[src/design/sdc_pkg.sv]
// ----------------------------------------------------------------------------
// sdc_pkg: shared definitions for the strip detector depth calibration block
// Geometry constants, derived widths, the front-to-back job word and the
// result word.
// ----------------------------------------------------------------------------
package sdc_pkg;

  localparam int DETECTORS          = 12;
  localparam int STRIPS             = 37;
  localparam int MAX_STRIPS_PER_HIT = 8;

  localparam int TIMING_MAX    = 36;
  localparam int CTD_SCALE     = 10;
  localparam int SPAN_UM       = 14000;
  localparam int FACE_UM       = 500;
  localparam int LOW_LIMIT_UM  = -500;
  localparam int HIGH_LIMIT_UM = 15500;
  localparam int THICK_UM      = 15000;
  localparam int MID_UM        = 7500;
  localparam int PITCH_UM      = 2000;
  localparam int CENTER_STRIP  = (STRIPS + 1) / 2;

  localparam int CALIB_DEPTH = DETECTORS * STRIPS * STRIPS;
  localparam int IDX_W       = $clog2(CALIB_DEPTH);

  localparam int QUEUE_DEPTH = 4;
  localparam int QPTR_W      = $clog2(QUEUE_DEPTH);
  localparam int QCNT_W      = QPTR_W + 1;

  localparam int DIV_N_W = 32;
  localparam int DIV_D_W = 20;
  localparam int DIV_C_W = $clog2(DIV_N_W);

  localparam int IN_W  = 64;
  localparam int OUT_W = 96;

  typedef enum logic [1:0] {
    ST_SINGLE = 2'd0,
    ST_SHARED = 2'd1,
    ST_LLD    = 2'd2,
    ST_UNCAL  = 2'd3
  } status_t;

  // One queue entry: either a table write or a classified hit.
  typedef struct packed {
    logic               is_write;
    status_t            status;
    logic [3:0]         det;
    logic [IDX_W-1:0]   idx;
    logic [5:0]         xs;
    logic [5:0]         ys;
    logic [7:0]         xt;
    logic [7:0]         yt;
    logic signed [3:0]  dither;
    logic [1:0]         field;
    logic [15:0]        value;
  } job_t;

  typedef struct packed {
    logic        [15:0] depth_fwhm;
    logic signed [16:0] y_center;
    logic signed [16:0] x_center;
    logic signed [15:0] z_center;
    logic signed [15:0] depth_front;
    logic        [3:0]  hit_detector;
    logic               out_of_range;
    status_t            status;
  } result_t;

endpackage

[src/design/sdc_queue.sv]
// ----------------------------------------------------------------------------
// sdc_queue: short job queue between front and back
// A few entries of registers with head and tail pointers.
// ----------------------------------------------------------------------------
module sdc_queue (
  input  logic          clk,
  input  logic          rst,
  input  logic          push,
  input  sdc_pkg::job_t push_job,
  output logic          full,
  input  logic          pop,
  output logic          head_valid,
  output sdc_pkg::job_t head_job
);
  import sdc_pkg::*;

  job_t              entries [QUEUE_DEPTH];
  logic [QPTR_W-1:0] wr_ptr, rd_ptr;
  logic [QCNT_W-1:0] count;

  assign full       = (count == QCNT_W'(QUEUE_DEPTH));
  assign head_valid = (count != '0);
  assign head_job   = entries[rd_ptr];

  always_ff @(posedge clk) begin
    if (rst) begin
      wr_ptr <= '0;
      rd_ptr <= '0;
      count  <= '0;
    end else begin
      if (push) wr_ptr <= wr_ptr + QPTR_W'(1);
      if (pop)  rd_ptr <= rd_ptr + QPTR_W'(1);
      case ({push, pop})
        2'b10:   count <= count + QCNT_W'(1);
        2'b01:   count <= count - QCNT_W'(1);
        default: count <= count;
      endcase
    end
  end

  always_ff @(posedge clk) begin
    if (push) entries[wr_ptr] <= push_job;
  end

endmodule

[config.mk]
export PLATFORM = sky130hd
export DESIGN_NAME = sdc_queue
export DESIGN_NICKNAME = d
export VERILOG_FILES = /design/src/design/sdc_pkg.sv /design/src/design/sdc_queue.sv
export SDC_FILE = /design/constraint.sdc
export NUM_CORES = 1
export LEC_CHECK = 0
export BUFFER_PORTS_ARGS = -buffer_cell sky130_fd_sc_hd__buf_2
export CAP_MARGIN = 20
export CORE_AREA = 2 2 151 153
export DETAILED_ROUTE_END_ITERATION = 8
export DIE_AREA = 0 0 153 155
export PLACE_DENSITY_LB_ADDON = 0.15
export RECOVER_POWER = 50
export SKIP_CTS_REPAIR_TIMING = 1
export SLEW_MARGIN = 15
export SYNTH_ARGS = -nofsm -noshare
export SYNTH_HDL_FRONTEND = slang
export SYNTH_SLANG_ARGS = --single-unit
[constraint.sdc]
create_clock -name clk -period 3.8 [get_ports clk]
set_input_delay 0.38 -clock clk [delete_from_list [all_inputs] [get_ports clk]]
set_output_delay 0.38 -clock clk [all_outputs]
set_load 0.01 [all_outputs]
==> metrics.txt <==
leakage power=4.213 nW; Slew headroom=-21.89%; vias after detailed routing=4,855; Clock Sinks=297; fraction of final layout cells sized beyond drive strength 1=33.44%; worst path required time=3420 ps; arrival time worst endpoint=2370 ps; fraction of registers with async set or reset after synthesis=0%; leading cell types by total area after synthesis=sky130_fd_sc_hd__edfxtp_1, sky130_fd_sc_hd__mux4_2, sky130_fd_sc_hd__dfxtp_1; Avg WL per Cell=21.79 um; drc violations=0; Place WS=1497 ps; Final Hold Viols=0; width of the die=153 um; die footprint=23,720 um2; CTS Root Cell=sky130_fd_sc_hd__clkbuf_16; total of buffers placed on input and output ports=149; clock buffers created by TritonCTS=30; total global routing overflow=0; final RePlAce weighted congestion=0.6772; number of global-route vias before repair=5,325; mean instance size in the synthesized netlist=25.78 um2; sw frac=21.08%; endpoints failing setup=0; total iterations of the first detailed-routing run=4; path type of the worst min-delay path=in -> reg; power share of the combinational group=8.7%; post-synth top area share=79.32%; Placement Rows=55; total power density per cell area=578.4 nW/um2; kind of start point of the critical path=flop; worst reg2reg path depth=3; final WL=19.70 mm; Hold Path Cell Cnt=1; Synthesized Nets=505; RSZ-0062 raised after global routing=false; post-route insts no fill=904; maximum buffer depth of the clock tree=3; cell type with the largest total area after synthesis=sky130_fd_sc_hd__edfxtp_1; Clock power frac=40.0%; shortest period the worst path allows=2751 ps; TritonCTS clock tree=yes; netlist area before placement=10,900 um2; antenna violations before repair=1; deepest level of the CTS H-tree=1; Worst Path Max Fanout=26; failing checks=max-capacitance violations, max-slew violations; worst hold slack after final layout=86.32 ps; half-perimeter wire length of the detailed placement result=11.61 mm; post-detailed-route count of antenna-violating nets=0; CORE AREA=22,230 um2; number of instances in the synthesized netlist=423; leading register cell type out of synthesis=sky130_fd_sc_hd__edfxtp_1; effective utilization at floorplan=49.05%; total track usage=16.66%; number of library cell types mapped by synthesis=21; path type of the worst setup path=reg -> out; count of flip-flops with a built-in enable after synthesis=288; sequential element share of the synthesized area=80.97%; antenna diode count=0; Setup WS post-layout=1049 ps; Yosys warning count=0; setup TNS=0 ps; run status=finished with violations; maximum ir drop on the vdd rail=0.4219 mV; net switching component of the power=1.572 mW; worst slew pin tran=1828 ps; max-cap violation count=1; end-of-flow core utilization=57.99%; count of routing violations after the opening detailed-route iteration=254; power share of the sequential group=51.2%; Skew-Pair Late Insertion Delay=550 ps; number of cells in the design after placement=848; wire length of the first global-routing pass=30.27 mm; Max Freq=363.5 MHz; period utilisation layout=72.39%; y dimension of the die=155 um; layout overhead on the synthesized area=18.22%; net count reported at finish=678; library cell with the highest instance count after synthesis=sky130_fd_sc_hd__edfxtp_1; # IOs=150; most numerous cell types in the synthesized netlist=sky130_fd_sc_hd__edfxtp_1, sky130_fd_sc_hd__mux4_2, sky130_fd_sc_hd__dfxtp_1; clock skew after layout=11.68 ps; P_int=5.884 mW; clock slew seen by the registers of the worst setup and hold paths=60 ps; total of flip-flops plus latches after synthesis=297; category of the worst setup path capture point=output pin; per-cell via count in the routed design=5.371; count of final max-slew check failures=33; largest net degree at the start of global routing=73
==> kinds of logic (layout without fill, tap and decap cells) <==
| family | Yosys count | in the layout | synth area share (%) |
|---|---|---|---|
| flops | 297 | 297 | 80.97 |
| mux | 73 | 73 | 15.03 |
| buf+inv | 23 | 219 | 1.985 |
| simple gates | 16 | 16 | 0.7115 |
| fa+ha+maj | 6 | 6 | 0.7574 |
| xor+xnor | 5 | 5 | 0.4017 |
| compound gates | 3 | 3 | 0.1377 |
==> worst paths after layout <==
path                               start                        to  slack [ps]
setup / recovery                    flop               head_job[8]        1050
hold / removal              push_job[43]  entries[2][43]$_DFFE_PP_          90
setup reg to reg  wr_ptr[0]$_SDFFE_PP0P_  entries[3][45]$_DFFE_PP_        1190
hold reg to reg    count[2]$_SDFFE_PP0P_     count[2]$_SDFFE_PP0P_         520
==> through the flow <==
stage          total power [mW]  instance area [um2]
6_report                  7.455                12890
5_1_grt                   7.719                12890
4_1_cts                   7.552                12960
3_5_place_dp              4.570                11940
3_3_place_gp              4.540                11890
2_1_floorplan             4.300                10900
==> cell usage in the layout (no fill, tap or decap), types with 3 or more instances in the layout <==
cell                          n
sky130_fd_sc_hd__edfxtp_1   288
sky130_fd_sc_hd__clkinv_2    10
sky130_fd_sc_hd__and2_4       3
sky130_fd_sc_hd__clkbuf_1    78
sky130_fd_sc_hd__buf_4        5
sky130_fd_sc_hd__clkinv_1     3
sky130_fd_sc_hd__dfxtp_1      7
sky130_fd_sc_hd__buf_2       76
sky130_fd_sc_hd__inv_1        6
sky130_fd_sc_hd__clkbuf_16   31
sky130_fd_sc_hd__ha_1         5
sky130_fd_sc_hd__bufinv_16    5
sky130_fd_sc_hd__buf_16       3
sky130_fd_sc_hd__xor2_1       3
sky130_fd_sc_hd__nor2_1       8
sky130_fd_sc_hd__mux4_2      70
==> flip-flops by register name (all words and copies together) (netlist names), named ones only <==
name     count
wr_ptr       2
entries    288
count        3
rd_ptr       2
==> worst max-delay path, stage by stage, from the launching register on <==
cell and delay, ps:
sky130_fd_sc_hd__dfxtp_4 690, sky130_fd_sc_hd__buf_4 410, sky130_fd_sc_hd__mux4_2 550, sky130_fd_sc_hd__buf_2 160
==> layer usage <==
layer | vias to the layer above | global-route usage, % | share of wire, %
met1 | 2538 | 20.17 | 40
met5 | - | 0 | 0.066
li1 | 2154 | - | -
met3 | 38 | 3.955 | 5.7
met2 | 123 | 30.30 | 52
met4 | 2 | 4.321 | 2.1
==> power groups by stage <==
stage                     clock [mW]  combinational, mW  sequential, mW
after detailed placement           0              0.656            3.91
after floorplan                    0              0.439            3.86
after global routing            3.17              0.709            3.84
after global placement             0              0.637            3.90
after CTS                       3.05              0.658            3.84
final                           2.98              0.651            3.82
==> area by class of cell <==
class	instances	area, um2
Tap cell	285	356.6
Clock buffer	36	794.5
Multi-Input combinational cell	103	1866
Clock inverter	19	220.2
Fill cell	1673	9338
Sequential cell	297	8836
Timing Repair Buffer	158	794.5
Inverter	6	22.52
No activity file was read; power rests on OpenSTA's default activity.
