===== src/design/sdc_pkg.sv =====
// ----------------------------------------------------------------------------
// sdc_pkg: shared definitions for the strip detector depth calibration block
// Geometry constants, derived widths, the front-to-back job word and the
// result word.
// ----------------------------------------------------------------------------
package sdc_pkg;

  localparam int DETECTORS          = 12;
  localparam int STRIPS             = 37;
  localparam int MAX_STRIPS_PER_HIT = 8;

  localparam int TIMING_MAX    = 36;
  localparam int CTD_SCALE     = 10;
  localparam int SPAN_UM       = 14000;
  localparam int FACE_UM       = 500;
  localparam int LOW_LIMIT_UM  = -500;
  localparam int HIGH_LIMIT_UM = 15500;
  localparam int THICK_UM      = 15000;
  localparam int MID_UM        = 7500;
  localparam int PITCH_UM      = 2000;
  localparam int CENTER_STRIP  = (STRIPS + 1) / 2;

  localparam int CALIB_DEPTH = DETECTORS * STRIPS * STRIPS;
  localparam int IDX_W       = $clog2(CALIB_DEPTH);

  localparam int QUEUE_DEPTH = 4;
  localparam int QPTR_W      = $clog2(QUEUE_DEPTH);
  localparam int QCNT_W      = QPTR_W + 1;

  localparam int DIV_N_W = 32;
  localparam int DIV_D_W = 20;
  localparam int DIV_C_W = $clog2(DIV_N_W);

  localparam int IN_W  = 64;
  localparam int OUT_W = 96;

  typedef enum logic [1:0] {
    ST_SINGLE = 2'd0,
    ST_SHARED = 2'd1,
    ST_LLD    = 2'd2,
    ST_UNCAL  = 2'd3
  } status_t;

  // One queue entry: either a table write or a classified hit.
  typedef struct packed {
    logic               is_write;
    status_t            status;
    logic [3:0]         det;
    logic [IDX_W-1:0]   idx;
    logic [5:0]         xs;
    logic [5:0]         ys;
    logic [7:0]         xt;
    logic [7:0]         yt;
    logic signed [3:0]  dither;
    logic [1:0]         field;
    logic [15:0]        value;
  } job_t;

  typedef struct packed {
    logic        [15:0] depth_fwhm;
    logic signed [16:0] y_center;
    logic signed [16:0] x_center;
    logic signed [15:0] z_center;
    logic signed [15:0] depth_front;
    logic        [3:0]  hit_detector;
    logic               out_of_range;
    status_t            status;
  } result_t;

endpackage


===== src/design/sdc_front.sv =====
// ----------------------------------------------------------------------------
// sdc_front: strip collection and hit classification
// Accumulates strips of a hit, classifies the hit when its last strip is in
// and queues a job; table writes are range checked and queued in order.
// ----------------------------------------------------------------------------
module sdc_front (
  input  logic                  clk,
  input  logic                  rst,
  input  logic                  s_tvalid,
  output logic                  s_tready,
  input  logic [sdc_pkg::IN_W-1:0] s_tdata,
  input  logic                  s_tlast,
  input  logic                  s_tuser,
  input  logic                  queue_full,
  output logic                  push_valid,
  output sdc_pkg::job_t         push_job
);
  import sdc_pkg::*;

  typedef struct packed {
    logic        seen;
    logic [5:0]  strip;
    logic [7:0]  timing;
    logic [15:0] energy;
  } strip_rec_t;

  function automatic logic timing_ok(input logic [7:0] t);
    return (t >= 8'd1) && (t <= 8'(TIMING_MAX));
  endfunction

  function automatic logic strip_ok(input logic [5:0] s);
    return (s >= 6'd1) && (s <= 6'(STRIPS));
  endfunction

  function automatic logic adjacent(input logic [5:0] a, input logic [5:0] b);
    return ({1'b0, a} == {1'b0, b} + 7'd1) || ({1'b0, b} == {1'b0, a} + 7'd1);
  endfunction

  function automatic logic [IDX_W-1:0] calc_idx(input logic [3:0] d,
                                                input logic [5:0] a,
                                                input logic [5:0] b);
    logic [31:0] t;
    t = (32'(d) * 32'(STRIPS) + 32'(a) - 32'd1) * 32'(STRIPS) + 32'(b) - 32'd1;
    return t[IDX_W-1:0];
  endfunction

  // Input word fields.
  logic [3:0]        in_det;
  logic              in_xside;
  logic [5:0]        in_strip;
  logic [5:0]        in_other;
  logic [7:0]        in_timing;
  logic [15:0]       in_energy;
  logic signed [3:0] in_dither;
  logic [1:0]        in_field;
  logic [15:0]       in_value;

  assign in_det    = s_tdata[3:0];
  assign in_xside  = s_tdata[4];
  assign in_strip  = s_tdata[10:5];
  assign in_other  = s_tdata[16:11];
  assign in_timing = s_tdata[24:17];
  assign in_energy = s_tdata[40:25];
  assign in_dither = s_tdata[44:41];
  assign in_field  = s_tdata[46:45];
  assign in_value  = s_tdata[62:47];

  logic [3:0]        x_count, y_count;
  strip_rec_t        first_x, first_y, best_x, best_y;
  logic [5:0]        x_pair0, x_pair1, y_pair0, y_pair1;
  logic [3:0]        hit_det;
  logic              pending;
  logic signed [3:0] dither_reg;

  logic accept, wr_ok, hit_push;

  assign s_tready = !pending && !queue_full;
  assign accept   = s_tvalid && s_tready;
  assign wr_ok    = (in_det < 4'(DETECTORS)) && strip_ok(in_strip) && strip_ok(in_other);
  assign hit_push = pending && !queue_full;

  // Per-side update of a strip that is being added.
  logic [3:0] cnt_cur, cnt_next;
  logic [5:0] p0_next, p1_next, p0_cur, p1_cur;
  strip_rec_t first_cur, best_cur, first_next, best_next;

  always_comb begin
    cnt_cur   = in_xside ? x_count : y_count;
    p0_cur    = in_xside ? x_pair0 : y_pair0;
    p1_cur    = in_xside ? x_pair1 : y_pair1;
    first_cur = in_xside ? first_x : first_y;
    best_cur  = in_xside ? best_x : best_y;
    cnt_next  = cnt_cur;
    p0_next   = p0_cur;
    p1_next   = p1_cur;
    if (cnt_cur < 4'(MAX_STRIPS_PER_HIT)) begin
      if (cnt_cur == 4'd0) p0_next = in_strip;
      else if (cnt_cur == 4'd1) p1_next = in_strip;
      cnt_next = cnt_cur + 4'd1;
    end
    first_next = first_cur;
    if (!first_cur.seen || !timing_ok(first_cur.timing)) begin
      first_next = '{seen: 1'b1, strip: in_strip, timing: in_timing, energy: in_energy};
    end
    best_next = best_cur;
    if (timing_ok(in_timing) && (!best_cur.seen || in_energy > best_cur.energy)) begin
      best_next = '{seen: 1'b1, strip: in_strip, timing: in_timing, energy: in_energy};
    end
  end

  always_ff @(posedge clk) begin
    if (rst) begin
      x_count <= '0;
      y_count <= '0;
      first_x <= '0;
      first_y <= '0;
      best_x  <= '0;
      best_y  <= '0;
      x_pair0 <= '0;
      x_pair1 <= '0;
      y_pair0 <= '0;
      y_pair1 <= '0;
      hit_det <= '0;
      pending <= 1'b0;
    end else if (hit_push) begin
      pending <= 1'b0;
      x_count <= '0;
      y_count <= '0;
      first_x <= '0;
      first_y <= '0;
      best_x  <= '0;
      best_y  <= '0;
      x_pair0 <= '0;
      x_pair1 <= '0;
      y_pair0 <= '0;
      y_pair1 <= '0;
    end else if (accept && !s_tuser) begin
      hit_det <= in_det;
      if (in_xside) begin
        x_count <= cnt_next;
        x_pair0 <= p0_next;
        x_pair1 <= p1_next;
        first_x <= first_next;
        best_x  <= best_next;
      end else begin
        y_count <= cnt_next;
        y_pair0 <= p0_next;
        y_pair1 <= p1_next;
        first_y <= first_next;
        best_y  <= best_next;
      end
      if (s_tlast) pending <= 1'b1;
    end
  end

  always_ff @(posedge clk) begin
    if (accept && !s_tuser && s_tlast) dither_reg <= in_dither;
  end

  // Classification of the finished hit.
  status_t    cls;
  logic [5:0] cxs, cys;
  logic [7:0] cxt, cyt;

  always_comb begin
    cls = ST_UNCAL;
    cxs = '0;
    cys = '0;
    cxt = '0;
    cyt = '0;
    if (hit_det >= 4'(DETECTORS) || !first_x.seen || !first_y.seen) begin
      cls = ST_UNCAL;
    end else if (!timing_ok(first_x.timing) || !timing_ok(first_y.timing)) begin
      if (x_count == 4'd1 && y_count == 4'd1) begin
        cls = ST_LLD;
        cxs = first_x.strip;
        cxt = first_x.timing;
        cys = first_y.strip;
        cyt = first_y.timing;
      end
    end else if (!strip_ok(first_x.strip) || !strip_ok(first_y.strip)) begin
      cls = ST_UNCAL;
    end else if (x_count == 4'd1 && y_count == 4'd1) begin
      cls = ST_SINGLE;
      cxs = first_x.strip;
      cxt = first_x.timing;
      cys = first_y.strip;
      cyt = first_y.timing;
    end else if (x_count >= 4'd1 && x_count <= 4'd2 && y_count >= 4'd1 && y_count <= 4'd2
                 && (x_count == 4'd1 || adjacent(x_pair0, x_pair1))
                 && (y_count == 4'd1 || adjacent(y_pair0, y_pair1))) begin
      cls = ST_SHARED;
      cxs = best_x.strip;
      cxt = best_x.timing;
      cys = best_y.strip;
      cyt = best_y.timing;
    end
    if (cls != ST_UNCAL && (!strip_ok(cxs) || !strip_ok(cys))) cls = ST_UNCAL;
  end

  always_comb begin
    push_job = '0;
    if (pending) begin
      push_job.is_write = 1'b0;
      push_job.status   = cls;
      push_job.det      = hit_det;
      push_job.idx      = calc_idx(hit_det, cxs, cys);
      push_job.xs       = cxs;
      push_job.ys       = cys;
      push_job.xt       = cxt;
      push_job.yt       = cyt;
      push_job.dither   = dither_reg;
    end else begin
      push_job.is_write = 1'b1;
      push_job.status   = ST_UNCAL;
      push_job.det      = in_det;
      push_job.idx      = calc_idx(in_det, in_strip, in_other);
      push_job.field    = in_field;
      push_job.value    = in_value;
    end
  end

  assign push_valid = hit_push || (accept && s_tuser && wr_ok);

endmodule


===== config.mk =====
export PLATFORM = sky130hd
export DESIGN_NAME = sdc_front
export DESIGN_NICKNAME = d
export VERILOG_FILES = /design/src/design/sdc_pkg.sv /design/src/design/sdc_front.sv
export SDC_FILE = /design/constraint.sdc
export NUM_CORES = 1
export LEC_CHECK = 0
export BUFFER_PORTS_ARGS = -buffer_cell sky130_fd_sc_hd__buf_2
export CAP_MARGIN = 20
export CORE_UTILIZATION = 65
export DETAILED_ROUTE_END_ITERATION = 8
export GPL_ROUTABILITY_DRIVEN = 0
export PLACE_DENSITY = 0.88
export SKIP_CTS_REPAIR_TIMING = 1
export SLEW_MARGIN = 20
export SYNTH_ARGS = -nofsm -noshare
export SYNTH_HDL_FRONTEND = slang
export SYNTH_SLANG_ARGS = --single-unit

===== constraint.sdc =====
create_clock -name clk -period 16.8 [get_ports clk]
set_input_delay 3.36 -clock clk [delete_from_list [all_inputs] [get_ports clk]]
set_output_delay 3.36 -clock clk [all_outputs]
set_load 0.01 [all_outputs]

==> results of run 1 <==
worst max-delay path, cell delays in order:
cell	delay, ns
buf_2	0.26
ha_1	0.31
fa_1	0.49
inv_1	0.05
fa_1	0.52
inv_1	0.07
fa_1	0.66
ha_1	0.29
ha_1	0.30
inv_1	0.07
fa_1	0.43
fa_1	0.60
inv_1	0.06
ha_1	0.29
a21o_1	0.18
a21oi_1	0.24
o21bai_1	0.13
a2111oi_0	0.63
o31ai_1	0.20
a21o_1	0.20
a21oi_1	0.17
xor2_1	0.16
mux2i_1	0.08
buf_2	0.16
worst max path at each step:
| stage | startpoint | endpoint | slack (ns) | cells after the start |
|---|---|---|---|---|
| after floorplan | s_tdata[1] | push_job[63] | 4.38 | 22 |
| after global placement | s_tdata[8] | push_job[63] | 3.65 | 24 |
| after detailed placement | s_tdata[8] | push_job[63] | 3.57 | 27 |
| after CTS | s_tdata[8] | push_job[63] | 3.56 | 24 |
| after global routing | s_tdata[8] | push_job[63] | 3.16 | 27 |
| final | s_tdata[8] | push_job[63] | 3.52 | 24 |
final cells by class:
type / count / area, sq um / share of cell area, %
Multi-Input combinational cell: 1006 / 8129 / 62.85
Clock buffer: 23 / 488.0 / 3.772
Tap cell: 225 / 281.5 / 2.176
Timing Repair Buffer: 148 / 775.7 / 5.997
Inverter: 122 / 457.9 / 3.540
Sequential cell: 133 / 2704 / 20.90
Clock inverter: 8 / 98.84 / 0.7642
routing by layer:
| metal | share of wire (%) | routed length (microns) | up-vias |
|---|---|---|---|
| li1 | - | - | 4732 |
| met2 | 50 | 14660 | 393 |
| met5 | 0 | 0 | - |
| met3 | 5.8 | 1703 | 106 |
| met1 | 39 | 11380 | 4737 |
| met4 | 5.1 | 1485 | 0 |
cell usage in the layout (no fill, tap or decap), types with 24 or more instances in the layout:
master and n:
dfxtp_1 128, mux2i_1 105, fa_1 58, nor2b_1 37, buf_2 142, nand3_1 24
inv_1 122, xnor2_1 48, xor2_1 30, a21oi_1 79, nor2_1 163, nand2_1 72
o21ai_0 39, ha_1 137
per-stage QoR:
| step | setup slack, ns | hold WS, ns |
|---|---|---|
| after CTS | 3.557 | 0.4730 |
| final | 3.523 | 0.4712 |
| after global routing | 3.165 | 0.4969 |
| after detailed placement | 3.567 | 0.4605 |
| after floorplan | 4.380 | 0.4361 |
| after global placement | 3.649 | 0.4493 |
power groups by stage:
| stage | clock network, mW | registers [mW] | logic (mW) |
|---|---|---|---|
| 4_1_cts | 0.369 | 0.327 | 2.59 |
| 3_3_place_gp | 0 | 0.333 | 2.47 |
| 2_1_floorplan | 0 | 0.331 | 1.89 |
| 5_1_grt | 0.382 | 0.328 | 2.92 |
| 6_report | 0.369 | 0.327 | 2.60 |
| 3_5_place_dp | 0 | 0.334 | 2.57 |
kinds of logic (layout without fill, tap and decap cells):
logic type               after synthesis  in the layout  share of synthesized area (%)
buffers and inverters                177            301                          5.900
flip-flops                           133            133                          23.56
multiplexers                         113            113                          9.946
XOR/XNOR                              80             80                          6.292
AO/OA/AOI/OAI                        234            234                          13.35
AND/OR/NAND/NOR                      382            382                          15.73
adder cells (fa/ha/maj)              197            197                          25.23
==> run summary, run 1 <==
Run status: finished clean
Fin. Hold Viols: 0
Syn Nets: 1581
Placement Cell Area: 12320 sq um
Buffers on Ports: 142
# DRC: 0
Flops & latches, synth: 133
Max-slew headroom at the worst pin: 26.00%
Final Setup Violations: 0
Die X: 134.9 microns
Met1 Use GR: 36.55%
Worst setup EP type: primary output
Post-layout instance area: 12930 sq um
GRT met2 Usage: 59.11%
Worst Path Max Fanout: 11
Avg Cell Area, Syn: 8.718 sq um
R2R cell count: 12
Total power: 3.293 mW
First-pass GRT wire length: 47.67 mm
Core Region: 17300 sq um
Met3 Track Usage GR: 5.668%
Skew-Pair Late Insertion Delay: 0.42 ns
R2R setup slack: 13.30 ns
Vias in the first global route: 10240
Power Internal: 1.738 mW
WHS Endpoint: best_y[30]$_SDFFE_PP0P_
Drt initial violations: 703
DRT antenna net count: 0
Routed vias/inst: 5.987
Site Rows: 48
Post-synth EDFFs: 4
F_max: 75.32 MHz
Area Growth Syn to Fin: 12.74%
Min Tclk post-route: 13.28 ns
Count leader, synth: nor2_1
Clock Power Share: 11.2%
Switching power: 1.555 mW
Measured slew at the worst slew-check pin: 1.108 ns
CTS root buffer: clkbuf_16
Netlist Area Pre-Place: 11470 sq um
DP Cell Count: 1633
# IOs: 144
Largest net degree at the start of global routing: 75
CP Launch Type: primary input
Crit share post-route: 79.03%
Synth Warn #: 0
Crit path arrival time: 9.92 ns
CTS tree: built
Ant diodes: 0
Sink Count: 133
WP data required: 13.44 ns
Reg-to-Reg End: best_y[19]$_SDFFE_PP0P_
Leakage: 5.825 nW
Share of total power in sequential cells: 9.9%
Sequential element share of the synthesized area: 23.56%
Top flop regs: best_x (31), best_y (31)
Top-area cell type share of the netlist area: 22.51%
Library cells used by synthesis: 63
Layout cells sized above 1: 14.24%
CTS H-tree depth: 4
Routed wire length: 29.24 mm
Die Ht: 134.9 microns
MaxCap Viol Count: 0
CP Class: primary input to primary output
Power Dens Cells: 254.6 nW/um^2
Final nets: 1693
RSZ-0062 raised after global routing: no
Layout Utilization: 74.78%
DR vias: 9968
Gr busiest metal: met2
Hold_sp: best_y[30]$_SDFFE_PP0P_
1st-pass router iterations: 6
Mapped Cells: 1316
Initial antenna violation count: 0
Aggregate global-route resource usage: 33.17%
Yosys top cell by area: dfxtp_1
Total CTS buffers: 17
Max Clock Skew: 0.01057 ns
Initial Util: 66.33%
Setup tns final: 0 ns
FILL cells: 1221
Logic pwr share: 78.9%
Hold-critical path depth: 2
Fin cells: 1665
Ys flop type: dfxtp_1
Clock Tree Buf Depth: 2
Ranking of synthesized cells by area: dfxtp_1 23%, ha_1 15%, fa_1 10%
Congestion Overflow GR: 0
Ys async rst share: 0%
Switch share: 47.22%
Die ar.: 18190 sq um
Worst vdd ir: 0.8189 mV
Post-DP HPWL: 21.58 mm
Slew Limit Fails: 0
Reg2reg start: best_x[1]$_SDFFE_PP0P_
Most frequent cells after synthesis: 164 x nor2_1, 137 x ha_1, 129 x dfxtp_1
Routed WL per cell: 17.56 microns
Clock-pin transition on the worst setup and hold timing paths: 0.06 ns
Hold Path Class: register to register
Power figures use the tool's default switching activity.
==> run 2, diff against run 1 <==
ABC_AREA = 1   (was default)
CORE_UTILIZATION = 61   (was 65)
PLACE_DENSITY = 0.82   (was 0.88)
clock period = 13.5 ns   (was 16.8 ns; I/O delays follow)
==> run summary, run 2 <==
Run status: finished clean
Mapped Cells: 1972
Setup tns final: 0 ns
Leakage: 7.933 nW
F_max: 84.22 MHz
WP data required: 10.80 ns
Share of total power in sequential cells: 10.2%
Switch share: 51.60%
Most common cell after layout, fill and taps aside: inv_1
Sequential element share of the synthesized area: 20.56%
Hold Path Class: register to register
Top-area cell type share of the netlist area: 19.64%
1st-pass router iterations: 7
First-pass GRT wire length: 55.68 mm
CTS root buffer: clkbuf_16
Worst setup path start: y_pair1[1]$_SDFFE_PP0P_
Sink Count: 133
FILL cells: 1875
Clock-pin transition on the worst setup and hold timing paths: 0.06 ns
MaxCap Viol Count: 0
Adder-cell share of the synthesized area: 21.87%
Ys flop type: dfxtp_1
Power Internal: 1.991 mW
Total CTS buffers: 17
Max-slew headroom at the worst pin: 35.73%
Multiplexer share of the synthesized area: 0.1523%
Library cells used by synthesis: 51
Simple-Gate Fraction of Synth Area: 18.18%
Top flop regs: best_x (31), best_y (31)
Total power: 4.113 mW
CP Class: register to primary output
Drt initial violations: 741
Routed vias/inst: 5.466
Crit share post-route: 87.95%
CTS tree: built
Ranking of synthesized cells by area: dfxtp_1 20%, ha_1 13%, inv_1 12%
Post-DP HPWL: 25.44 mm
Largest net degree at the start of global routing: 76
Reg2reg start: pending$_SDFFE_PP0P_
Flops & latches, synth: 133
Worst Path Max Fanout: 17
Skew-Pair Late Insertion Delay: 0.43 ns
Ant diodes: 0
Layout cells sized above 1: 10.92%
Most frequent cells after synthesis: 433 x inv_1, 337 x nand2_1, 248 x o21ai_0
Reg-to-Reg End: x_pair0[2]$_SDFFE_PP0P_
CP Launch Type: register
Clock Power Share: 11.2%
# DRC: 0
Final nets: 2330
Yosys top cell by area: dfxtp_1
Die ar.: 22140 sq um
DR vias: 12860
Site Rows: 53
Syn Nets: 2237
Max Clock Skew: 0.01295 ns
Largest family of logic cells by synthesized area: adder cells
Worst setup EP type: primary output
DRT antenna net count: 0
Worst vdd ir: 0.3650 mV
CTS H-tree depth: 4
Routed WL per cell: 14.28 microns
Clock Tree Buf Depth: 2
Ys async rst share: 0%
Most used cell, CP: inv_1
Final Setup Violations: 0
End point of the critical path: push_job[63]
Fin. Hold Viols: 0
Crit path arrival time: 9.17 ns
Logic pwr share: 78.5%
Avg Cell Area, Syn: 6.667 sq um
Vias in the first global route: 12080
Die Ht: 148.8 microns
Switching power: 2.122 mW
R2R setup slack: 9.23 ns
Slew Limit Fails: 0
Routed wire length: 33.61 mm
Power Dens Cells: 282.7 nW/um^2
Count leader, synth: inv_1
Commonest non-fill, non-tap cells in the layout: 431 x inv_1, 336 x nand2_1, 248 x o21ai_0
Synth Warn #: 0
# IOs: 144
CP max stage cell: fa_1
Min Tclk post-route: 11.87 ns
Buffers on Ports: 142
Worst path max stage delay: 0.57 ns
Aggregate global-route resource usage: 31.09%
Congestion Overflow GR: 0
Area Growth Syn to Fin: 10.65%
Compound-Gate Fraction of Synth Area: 21.70%
RSZ-0062 raised after global routing: no
Netlist Area Pre-Place: 13150 sq um
Core Region: 21090 sq um
Initial antenna violation count: 0
Post-synth EDFFs: 4
Initial Util: 62.35%
Measured slew at the worst slew-check pin: 0.9640 ns
Die X: 148.8 microns
Synth Area in XOR/XNOR: 2.503%
R2R cell count: 9
## run 2: worst min path at each step
stage,from,to,cells past startpoint
floorplan,first_y[30]$_SDFFE_PP0P_,first_y[30]$_SDFFE_PP0P_,2
global placement,first_y[30]$_SDFFE_PP0P_,first_y[30]$_SDFFE_PP0P_,2
detailed placement,first_y[30]$_SDFFE_PP0P_,first_y[30]$_SDFFE_PP0P_,2
CTS,first_y[30]$_SDFFE_PP0P_,first_y[30]$_SDFFE_PP0P_,2
global route,first_y[30]$_SDFFE_PP0P_,first_y[30]$_SDFFE_PP0P_,2
finish,first_y[30]$_SDFFE_PP0P_,first_y[30]$_SDFFE_PP0P_,2
## run 2: layout make-up
| type | instances | area [sq um] | share of cell area, % |
|---|---|---|---|
| Sequential cell | 133 | 2704 | 18.59 |
| Inverter | 443 | 1663 | 11.43 |
| Tap cell | 275 | 344.1 | 2.365 |
| Timing Repair Buffer | 150 | 773.2 | 5.315 |
| Clock buffer | 20 | 456.7 | 3.139 |
| Clock inverter | 12 | 130.1 | 0.8945 |
| Multi-Input combinational cell | 1320 | 8477 | 58.27 |
## run 2: power groups by stage
stage	sequential (mW)	clock, mW	combinational [mW]
after global routing	0.422	0.482	3.71
after floorplan	0.424	0	2.34
after CTS	0.420	0.465	3.21
after detailed placement	0.428	0	3.18
final	0.420	0.462	3.23
after global placement	0.428	0	3.09
## run 2: cells by family after synthesis
kind of cell               count (synthesis)
and+or+nand+nor                          567
AOI/OAI and AO/OA                        520
buffers and inverters                    519
adders and majority gates                195
DFF                                      133
xor gates and xnor gates                  36
muxes                                      2
## run 2: layer usage
metal	vias to the layer above	GRT usage, %	part of all wire [%]
met2	416	55.23	50
met1	5878	37.54	41
met5	-	0	0
li1	6488	-	-
met4	0	12.35	3.2
met3	80	4.709	5.9
## run 2: critical path: cells and delay by family, from the launching register on
kind                     cells  cell delay, ns
AO/OA/AOI/OAI                8            1.68
adder cells (fa/ha/maj)     10            3.95
AND/OR/NAND/NOR             14            1.75
buffers and inverters        8            0.62
flip-flops                   1            0.48
XOR/XNOR                     1            0.29
## run 2: per-stage QoR
step	area [sq um]	util, %	cells	hold WS, ns	setup slack, ns
global route	14550	68.99	2353	0.5087	1.020
floorplan	13150	-	1972	0.4515	2.735
global placement	13960	66.18	2321	0.4657	2.175
CTS	14540	68.96	2353	0.4774	1.734
detailed placement	13960	66.18	2321	0.4698	1.991
finish	14550	68.99	2353	0.4820	1.627
